[src/hw/rtl/assert_macros.svh]
// ----------------------------------------------------------------------------
// Assertion macros
// Shared concurrent assertion forms, clocked on clk and disabled in reset.
// ----------------------------------------------------------------------------
`ifndef ASSERT_MACROS_SVH
`define ASSERT_MACROS_SVH

// Same-cycle implication.
`define VPA_ASSERT_NOW(lbl, ante, cons, msg) \
	lbl: assert property (@(posedge clk) disable iff (!arst_n) (ante) |-> (cons)) \
		else $error(msg);

// Next-cycle implication.
`define VPA_ASSERT_NEXT(lbl, ante, cons, msg) \
	lbl: assert property (@(posedge clk) disable iff (!arst_n) (ante) |=> (cons)) \
		else $error(msg);

`endif

[src/hw/rtl/vpa_pkg.sv]
// ----------------------------------------------------------------------------
// vpa_pkg
// Constants, types and the arctangent table of the vector pair angle unit.
// ----------------------------------------------------------------------------
package vpa_pkg;

	localparam int COORD_BITS_DEF      = 16;
	localparam int ANGLE_FRAC_BITS_DEF = 13;

	// Angle accumulator: Q4.30, signed with headroom.
	localparam int ZFRAC = 30;
	localparam int Z_W   = 34;

	localparam int CORDIC_ITERS = 28;

	// The normalizer brings the larger component into [2^NORM_TOP, 2^(NORM_TOP+1)).
	localparam int NORM_TOP = 57;
	localparam int NRM_W    = NORM_TOP + 1;
	localparam int SH_W     = $clog2(NRM_W);

	// CORDIC datapath width; gain and sign leave room above NRM_W.
	localparam int XY_W = NRM_W + 4;

	localparam logic signed [Z_W-1:0] HALF_PI_Q30 = Z_W'(64'd1686629713);
	localparam logic signed [Z_W-1:0] PI_Q30      = Z_W'(64'd3373259426);

	typedef struct packed {
		logic                    vld;
		logic                    degen;
		logic signed [XY_W-1:0]  x;
		logic signed [XY_W-1:0]  y;
		logic signed [Z_W-1:0]   z;
	} cordic_t;

	// Truncated atan(2^-i) in Q4.30; the last entry, i = 27, is rounded up to 8.
	function automatic logic signed [Z_W-1:0] atan_q30(input int i);
		logic signed [Z_W-1:0] r;
		case (i)
			0:       r = Z_W'(64'd843314856);
			1:       r = Z_W'(64'd497837829);
			2:       r = Z_W'(64'd263043836);
			3:       r = Z_W'(64'd133525158);
			4:       r = Z_W'(64'd67021686);
			5:       r = Z_W'(64'd33543515);
			6:       r = Z_W'(64'd16775850);
			7:       r = Z_W'(64'd8388437);
			8:       r = Z_W'(64'd4194282);
			9:       r = Z_W'(64'd2097149);
			10:      r = Z_W'(64'd1048575);
			11:      r = Z_W'(64'd524287);
			12:      r = Z_W'(64'd262143);
			13:      r = Z_W'(64'd131071);
			14:      r = Z_W'(64'd65535);
			15:      r = Z_W'(64'd32767);
			16:      r = Z_W'(64'd16383);
			17:      r = Z_W'(64'd8191);
			18:      r = Z_W'(64'd4095);
			19:      r = Z_W'(64'd2047);
			20:      r = Z_W'(64'd1023);
			21:      r = Z_W'(64'd511);
			22:      r = Z_W'(64'd255);
			23:      r = Z_W'(64'd127);
			24:      r = Z_W'(64'd63);
			25:      r = Z_W'(64'd31);
			26:      r = Z_W'(64'd15);
			27:      r = Z_W'(64'd8);
			default: r = '0;
		endcase
		return r;
	endfunction

endpackage

[src/hw/rtl/vpa_cordic_stage.sv]
// ----------------------------------------------------------------------------
// vpa_cordic_stage
// One registered vectoring CORDIC iteration with a fixed shift.
// ----------------------------------------------------------------------------
module vpa_cordic_stage #(
	parameter int ITER = 0
) (
	input  logic              clk,
	input  logic              arst_n,
	input  logic              en,
	input  vpa_pkg::cordic_t  d,
	output vpa_pkg::cordic_t  q
);
	import vpa_pkg::*;

	logic signed [XY_W-1:0] xs;
	logic signed [XY_W-1:0] ys;
	logic signed [XY_W-1:0] x_nxt;
	logic signed [XY_W-1:0] y_nxt;
	logic signed [Z_W-1:0]  z_nxt;
	logic                   vld_q;
	logic                   degen_q;
	logic signed [XY_W-1:0] x_q;
	logic signed [XY_W-1:0] y_q;
	logic signed [Z_W-1:0]  z_q;

	assign xs = d.x;
	assign ys = d.y;

	// Rotate toward the x axis; the arithmetic shift rounds toward minus infinity.
	always_comb begin
		if (!ys[XY_W-1]) begin
			x_nxt = xs + (ys >>> ITER);
			y_nxt = ys - (xs >>> ITER);
			z_nxt = d.z + atan_q30(ITER);
		end else begin
			x_nxt = xs - (ys >>> ITER);
			y_nxt = ys + (xs >>> ITER);
			z_nxt = d.z - atan_q30(ITER);
		end
	end

	always_ff @(posedge clk or negedge arst_n) begin
		if (!arst_n) begin
			vld_q <= 1'b0;
		end else if (en) begin
			vld_q <= d.vld;
		end
	end

	always_ff @(posedge clk) begin
		if (en) begin
			degen_q <= d.degen;
			x_q     <= x_nxt;
			y_q     <= y_nxt;
			z_q     <= z_nxt;
		end
	end

	always_comb begin
		q.vld   = vld_q;
		q.degen = degen_q;
		q.x     = x_q;
		q.y     = y_q;
		q.z     = z_q;
	end

endmodule

[config.mk]
export PLATFORM = sky130hd
export DESIGN_NAME = vpa_cordic_stage
export DESIGN_NICKNAME = d
export VERILOG_FILES = /design/src/hw/rtl/assert_macros.svh /design/src/hw/rtl/vpa_pkg.sv /design/src/hw/rtl/vpa_cordic_stage.sv
export SDC_FILE = /design/constraint.sdc
export NUM_CORES = 1
export LEC_CHECK = 0
export ABC_AREA = 1
export BUFFER_PORTS_ARGS = -buffer_cell sky130_fd_sc_hd__buf_2
export CORE_MARGIN = 2
export CORE_UTILIZATION = 60
export DETAILED_ROUTE_END_ITERATION = 12
export HOLD_SLACK_MARGIN = 0.08
export PLACE_DENSITY = 0.83
export RECOVER_POWER = 25
export SLEW_MARGIN = 20
export SYNTH_ARGS = -nofsm -noshare
export SYNTH_HDL_FRONTEND = slang
export SYNTH_SLANG_ARGS = --single-unit
[constraint.sdc]
create_clock -name clk -period 1 [get_ports clk]
set_input_delay 0.1 -clock clk [delete_from_list [all_inputs] [get_ports clk]]
set_output_delay 0.1 -clock clk [all_outputs]
set_load 0.05 [all_outputs]
==> impl_metrics.ini, run 1 <==
[place]
port_buffers = 322
hpwl_mm = 86.33
dp.cells = 5248
place.gp.congestion = 1.139
post_dp_cell_area_sq_um = 32160
place_ws_ns = -1.387

[clocking]
root_buffer = clkbuf_16
cts_sinks = 159
clk_path_buf_depth = 2
postCtsHoldBufs = 12
post_cts_resized = 1653
cts_made_buffers = 17
h-tree-depth = 4
cts_setup_buffers = 190

[floorplan]
ios = 323
die_x_um = 202.4
rows = 72
die_height_um = 202.4
start_util = 0.6096

[status]
haltStage = 4_1_cts
outcome = did not finish
stop_error = [ERROR DPL-0038] Utilization greater than 100%, impossible to legalize

[synth]
ys_ff_latch = 159
async_flop_share = 0.006289
yosysWarnings = 0
yosysTopAreaCell = nand2_1
synth_area_sq_um = 23610
synth_top_area_frac = 0.2183
synth_most_common_cell = nand2_1
ys_seq_area_frac = 0.2020
synth_cell_types = 50
synth_commonest_cells = 1373 x nand2_1, 781 x inv_1, 303 x nand3_1, 232 x a21oi_1, 230 x nor2_1
synth_edf_count = 158
ys.flop_type = edfxtp_1
postSynthAreaPerCell_sq_um = 5.964
syn_inst = 3959
synth_area_leaders = nand2_1 22%, edfxtp_1 20%, inv_1 12%
synth_nets = 4338
-- metrics by stage --
stage / utilization / TNS (ns)
floorplan: - / -94.31
detailed placement: 0.8302 / -169.54
global placement: 0.8302 / -157.58
-- logic make-up after synthesis --
kind of cell / share of synthesized area
compound gates: 0.1178
xor+xnor: 0.02708
fa+ha+maj: 0.1157
buf+inv: 0.1527
flops: 0.2020
mux: 0.0004769
simple gates: 0.3842
==> run 2: changes to the inputs <==
CORE_UTILIZATION = 40   (was 60)
HOLD_SLACK_MARGIN = unset   (was 0.08)
PLACE_DENSITY = unset   (was 0.83)
PLACE_DENSITY_LB_ADDON = 0.15   (was unset)
==> impl_metrics.ini, run 2 <==
[floorplan]
ios = 323
die_x_um = 247.0
die_height_um = 247.0
core-area_sq_um = 58690
dieArea_sq_um = 60990
rows = 89
start_util = 0.4024

[sta]
tightest_slew_ns = 0.7533
finalCriticalPeriod_ns = 1.881
rsz0062_at_grt = true
slew_violations = 0
fin_crit_sh = 1.881
skew_ns = 0
final_hold_viol_count = 0
max_freq_mhz = 531.6
worst_slack_ns = -0.8811
finalSetupViolCount = 451
hold_ws_ns = 0.05551
slew_headroom = 0.4978
fin_tns_setup_ns = -127.17

[place]
place.gp.congestion = 1.019
place_ws_ns = -1.357
port_buffers = 322
hpwl_mm = 88.45
dp.cells = 5600

[routing]
ant_nets = 0
viasPerCell = 5.301
drt-initial-drc-count = 2567
first_pass_iters = 8
via_count = 30780
wl_per_cell_um = 19.74
totalWireLength_mm = 114.6
drc = 0

[setup_path]
endpoint = x_q[19]
cp_max_fo = 6
crit_arrival_ns = 2.14
r2r_cells = 1
path_class = in -> reg
required_ns = 1.26
endpoint_kind = flop
rr_startpoint = vld_q
timing.rr.end = vld_q
worstSetupStartpointType = input pin
startpoint = d[106]
reg2reg_slack_ns = 0.24

[global_routing]
grt_use_total = 0.3560
grt_pass1_vias = 29170
grt_overflow = 0
antenna_found_initial = 0
grt_max_degree = 65
grt_pass1_wl_mm = 163.7

[clocking]
insertion_delay_ns = 0.50
cts_made_buffers = 17
root_buffer = clkbuf_16
clk_pin_slew_worst_paths_ns = 0.07
cts_tree = done
clk_path_buf_depth = 2
cts_sinks = 159
h-tree-depth = 4

[synth]
ys_ff_latch = 159
ys_seq_area_frac = 0.2020
synth_top_area_frac = 0.2183
synth_most_common_cell = nand2_1
yosysWarnings = 0
ys.flop_type = edfxtp_1
synth_commonest_cells = 1373 x nand2_1, 781 x inv_1, 303 x nand3_1, 232 x a21oi_1, 230 x nor2_1
synth_cell_types = 50
synth_edf_count = 158
yosysTopAreaCell = nand2_1
postSynthAreaPerCell_sq_um = 5.964
synth_area_sq_um = 23610
async_flop_share = 0.006289
synth_area_leaders = nand2_1 22%, edfxtp_1 20%, inv_1 12%
synth_nets = 4338
syn_inst = 3959

[finish]
final_layout_size_suffix_gt1_frac = 0.5219
finalNonFillerCells = 5806
final_common_cell = nand2_1
area_growth_pct = 80.17
final_cell_mix = 878 x nand2_1, 616 x buf_4, 595 x inv_1
ff_latch_area_sq_um = 4770
largest_register_ffs = 62
top_register = x_q
num-nets-final = 5398
multiInputGateArea_sq_um = 22500
fillers = 4511
reg.largest.list = x_q x62, y_q x61, z_q x34

[power_and_ir_drop]
p_per_area_nw_per_um2 = 1080
irDropWorstVdd_uv = 1514
p_leak_nw = 21.38

[status]
outcome = finished, violations left
violations = negative setup slack

[job]
cap_viol_max_count = 0

[min_path]
hold_class = in -> reg
-- run 2: cell counts after synthesis --
Identical to the previous run, type by type.
-- run 2: metrics by stage --
| step | util | total power (W) | area [sq um] |
|---|---|---|---|
| floorplan | - | 0.02298 | 26620 |
| global placement | 0.5665 | 0.03124 | 33240 |
| detailed placement | 0.5665 | 0.03136 | 33240 |
| CTS | 0.6849 | 0.04354 | 40190 |
| global route | 0.7249 | 0.04769 | 42540 |
| finish | 0.7249 | 0.04595 | 42540 |
-- run 2: where the power goes --
part           switching, W  internal (W)  leakage (nW)
sequential         0.000609       0.00865          1.56
clock               0.00358       0.00381         0.298
combinational        0.0175        0.0118          19.5
total                0.0217        0.0243          21.4
-- run 2: area by class of cell --
class,instances,area share
clock buffer,17,0.01000
tap,773,0.02273
clock inverter,15,0.004617
multi-input combinational,2908,0.5288
timing repair inverter,1,0.0003823
inverter,803,0.07729
sequential,159,0.1121
antenna,1,0.00005882
timing repair buffer,1129,0.2440
-- run 2: worst min-delay path by stage --
stage	end	slack, ns	startpoint	depth (start not counted)
6_report	x_q[0]	0.06	d[34]	4
5_1_grt	x_q[0]	0.07	d[34]	4
4_1_cts	x_q[0]	0.04	d[34]	4
3_5_place_dp	vld_q	-0.12	arst_n	1
3_3_place_gp	vld_q	-0.13	arst_n	1
2_1_floorplan	vld_q	-0.20	arst_n	0
-- run 2: logic make-up after synthesis --
group / synth area share
muxes: 0.0004769
buffers and inverters: 0.1527
adders and majority gates: 0.1157
DFF: 0.2020
AOI/OAI and AO/OA: 0.1178
xor gates and xnor gates: 0.02708
and+or+nand+nor: 0.3842
-- run 2: timing repair --
item,in CTS,in global routing
setup buffers,113,64
setup endpoints to repair,307,321
resized for setup,1459,491
gates cloned,1,0
hold buffers,11,0
pin swaps,414,304
endpoints found under the hold margin,13,0
-- run 2: per-layer routing --
layer	global-route usage	vias up	wire length (um)
met3	0.04830	343	9158
met1	0.4563	14450	45850
li1	-	14510	-
met2	0.5967	1474	54020
met5	0	-	0
met4	0.1531	0	5608
-- run 2: worst max-delay path, stage by stage --
cell	delay (ns)
buf_8	0.10
ha_4	0.28
buf_6	0.15
buf_6	0.11
nor2_4	0.16
nand2_2	0.10
nor2_1	0.19
nand2_1	0.15
nand3_4	0.17
nand2_4	0.07
nand2_4	0.11
xor2_2	0.08
nand2_1	0.08
o21ai_1	0.10
buf_4	0.19
Power figures use the tool's default switching activity.
==> run 3: changes to the inputs <==
CORE_MARGIN = unset   (was 2)
PLACE_DENSITY = 0.68   (was unset)
PLACE_DENSITY_LB_ADDON = unset   (was 0.15)
==> impl_metrics.ini, run 3 (synthesized netlist as in run 2, its figures left out) <==
[finish]
top_register = x_q
final_common_cell = nand2_1
final_layout_size_suffix_gt1_frac = 0.5069
fillers = 4371
largest_register_ffs = 62
final_cell_mix = 895 x nand2_1, 601 x buf_4, 594 x inv_1
reg.largest.list = x_q x62, y_q x61, z_q x34
n_antenna_cell = 0
num-nets-final = 5363
area_growth_pct = 75.80

[floorplan]
ios = 323
rows = 88
start_util = 0.4069
core-area_sq_um = 58030
die_height_um = 245.0
dieArea_sq_um = 60010
die_x_um = 245.0

[power_and_ir_drop]
p_comb_frac = 0.646
power_frac_seq = 0.208
clockPowerShare = 0.146
power_switching_w = 0.02119
irDropWorstVdd_uv = 1608
switching_share = 0.4756
intPower_w = 0.02337
p_leak_nw = 20.91
p_total_w = 0.04455
p_per_area_nw_per_um2 = 1073

[clocking]
cts_sinks = 159
clk_pin_slew_worst_paths_ns = 0.07
h-tree-depth = 4
cts_tree = done
cts_made_buffers = 17
clk_path_buf_depth = 2
insertion_delay_ns = 0.51
root_buffer = clkbuf_16

[global_routing]
grt_pass1_wl_mm = 166.1
antenna_found_initial = 0
grt_max_degree = 106
grt_pass1_vias = 29490
grt_use_total = 0.3631
grt_overflow = 0

[status]
violations = negative setup slack
outcome = finished, violations left

[sta]
tightest_slew_ns = 0.6857
final_hold_viol_count = 0
skew_ns = 0
finalSetupViolCount = 463
slew_headroom = 0.5429
fin_tns_setup_ns = -138.98
fin_crit_sh = 1.703
worst_slack_ns = -0.7028
max_freq_mhz = 587.3
rsz0062_at_grt = true
finalCriticalPeriod_ns = 1.703
slew_violations = 0

[place]
hpwl_mm = 87.04
port_buffers = 322
place.gp.congestion = 1.084

[setup_path]
endpoint_kind = flop
worstPathBufferInverterCount = 5
slowest_stage = ha_4
worstSetupStartpointType = input pin
cp_max_fo = 8
cpMostUsedCell = nand2_2
path_class = in -> reg
path_depth = 14
crit_arrival_ns = 1.92
reg2reg_slack_ns = 0.20
critPathMaxStageDelay_ns = 0.33
crit_family = compound AO/OA/AOI/OAI gates
required_ns = 1.21
crit_chain = buf_8 > inv_4 > ha_4 > buf_4 > buf_6 > inv_4 > a21oi_4 > nand2_2 > nand2_2 > nand2_4 > a21oi_2 > nand2_2 > xor2_1 > o21ai_0
r2r_cells = 1

[job]
cap_viol_max_count = 0

[routing]
ant_nets = 0
totalWireLength_mm = 114.2
drc = 0
wl_per_cell_um = 19.83
viasPerCell = 5.365
first_pass_iters = 7
drt-initial-drc-count = 2841
via_count = 30910

[min_path]
hold_class = in -> reg
holdPathStages = 4
==> run 3: cell count changes in the layout (fill, tap and decap cells not counted), sizes merged <==
cell and change:
clkbuf -1, bufinv -2, inv -4, diode -1, buf -32, clkinvlp +1
clkinv +3
==> run 3: final cells by class <==
type / count / area, sq um / area share
Timing Repair Buffer: 1094 / 9970 / 0.2402
Clock inverter: 13 / 90.09 / 0.002170
Timing Repair inverter: 1 / 11.26 / 0.0002713
Tap cell: 765 / 957.2 / 0.02306
Multi-Input combinational cell: 2908 / 22010 / 0.5302
Sequential cell: 159 / 4770 / 0.1149
Clock buffer: 19 / 432.9 / 0.01043
Inverter: 803 / 3273 / 0.07885
==> run 3: worst paths after layout <==
kind / start / end
max: d[50] / y_q[29]
min: d[157] / x_q[61]
max reg2reg: vld_q / vld_q
min reg2reg: vld_q / vld_q
max in group asynchronous: arst_n / vld_q
min in group asynchronous: arst_n / vld_q
==> run 3: metrics by stage <==
| stage | hold WS, ns | worst slack [ns] | std cells | utilization | cell area (sq um) |
|---|---|---|---|---|---|
| after floorplan | -0.1956 | -1.017 | 3959 | - | 26620 |
| after global placement | -0.1253 | -1.336 | 5541 | 0.5659 | 32840 |
| after detailed placement | -0.1170 | -1.355 | 5541 | 0.5659 | 32840 |
| after CTS | 0.008345 | -0.6578 | 5714 | 0.6880 | 39920 |
| after global routing | 0.05080 | -0.7674 | 5762 | 0.7154 | 41510 |
| final | 0.03208 | -0.7028 | 5762 | 0.7154 | 41510 |
==> run 3: power groups by stage <==
stage	sequential, W	combinational, W	clock, W
floorplan	0.0124	0.0106	0
global placement	0.00915	0.0218	0
detailed placement	0.00916	0.0219	0
CTS	0.00927	0.0268	0.00654
global route	0.00933	0.0301	0.00674
finish	0.00928	0.0288	0.00651
==> run 3: repair_timing <==
item / in CTS / in global routing
hold endpoints to repair: 13 / 0
setup endpoints to repair: 308 / 344
hold buffers: 11 / 0
pin swaps: 475 / 205
setup buffers: 138 / 49
cloned: 2 / 0
gates resized for setup: 1472 / 347
==> run 3: routing by layer <==
layer / vias up / share of wire / track usage / wire, um
met1: 14440 / 0.39 / 0.4607 / 44430
met2: 1644 / 0.47 / 0.6064 / 53150
li1: 14430 / - / - / -
met3: 402 / 0.086 / 0.04789 / 9819
met5: - / 0 / 0 / 0
met4: 0 / 0.060 / 0.1737 / 6831
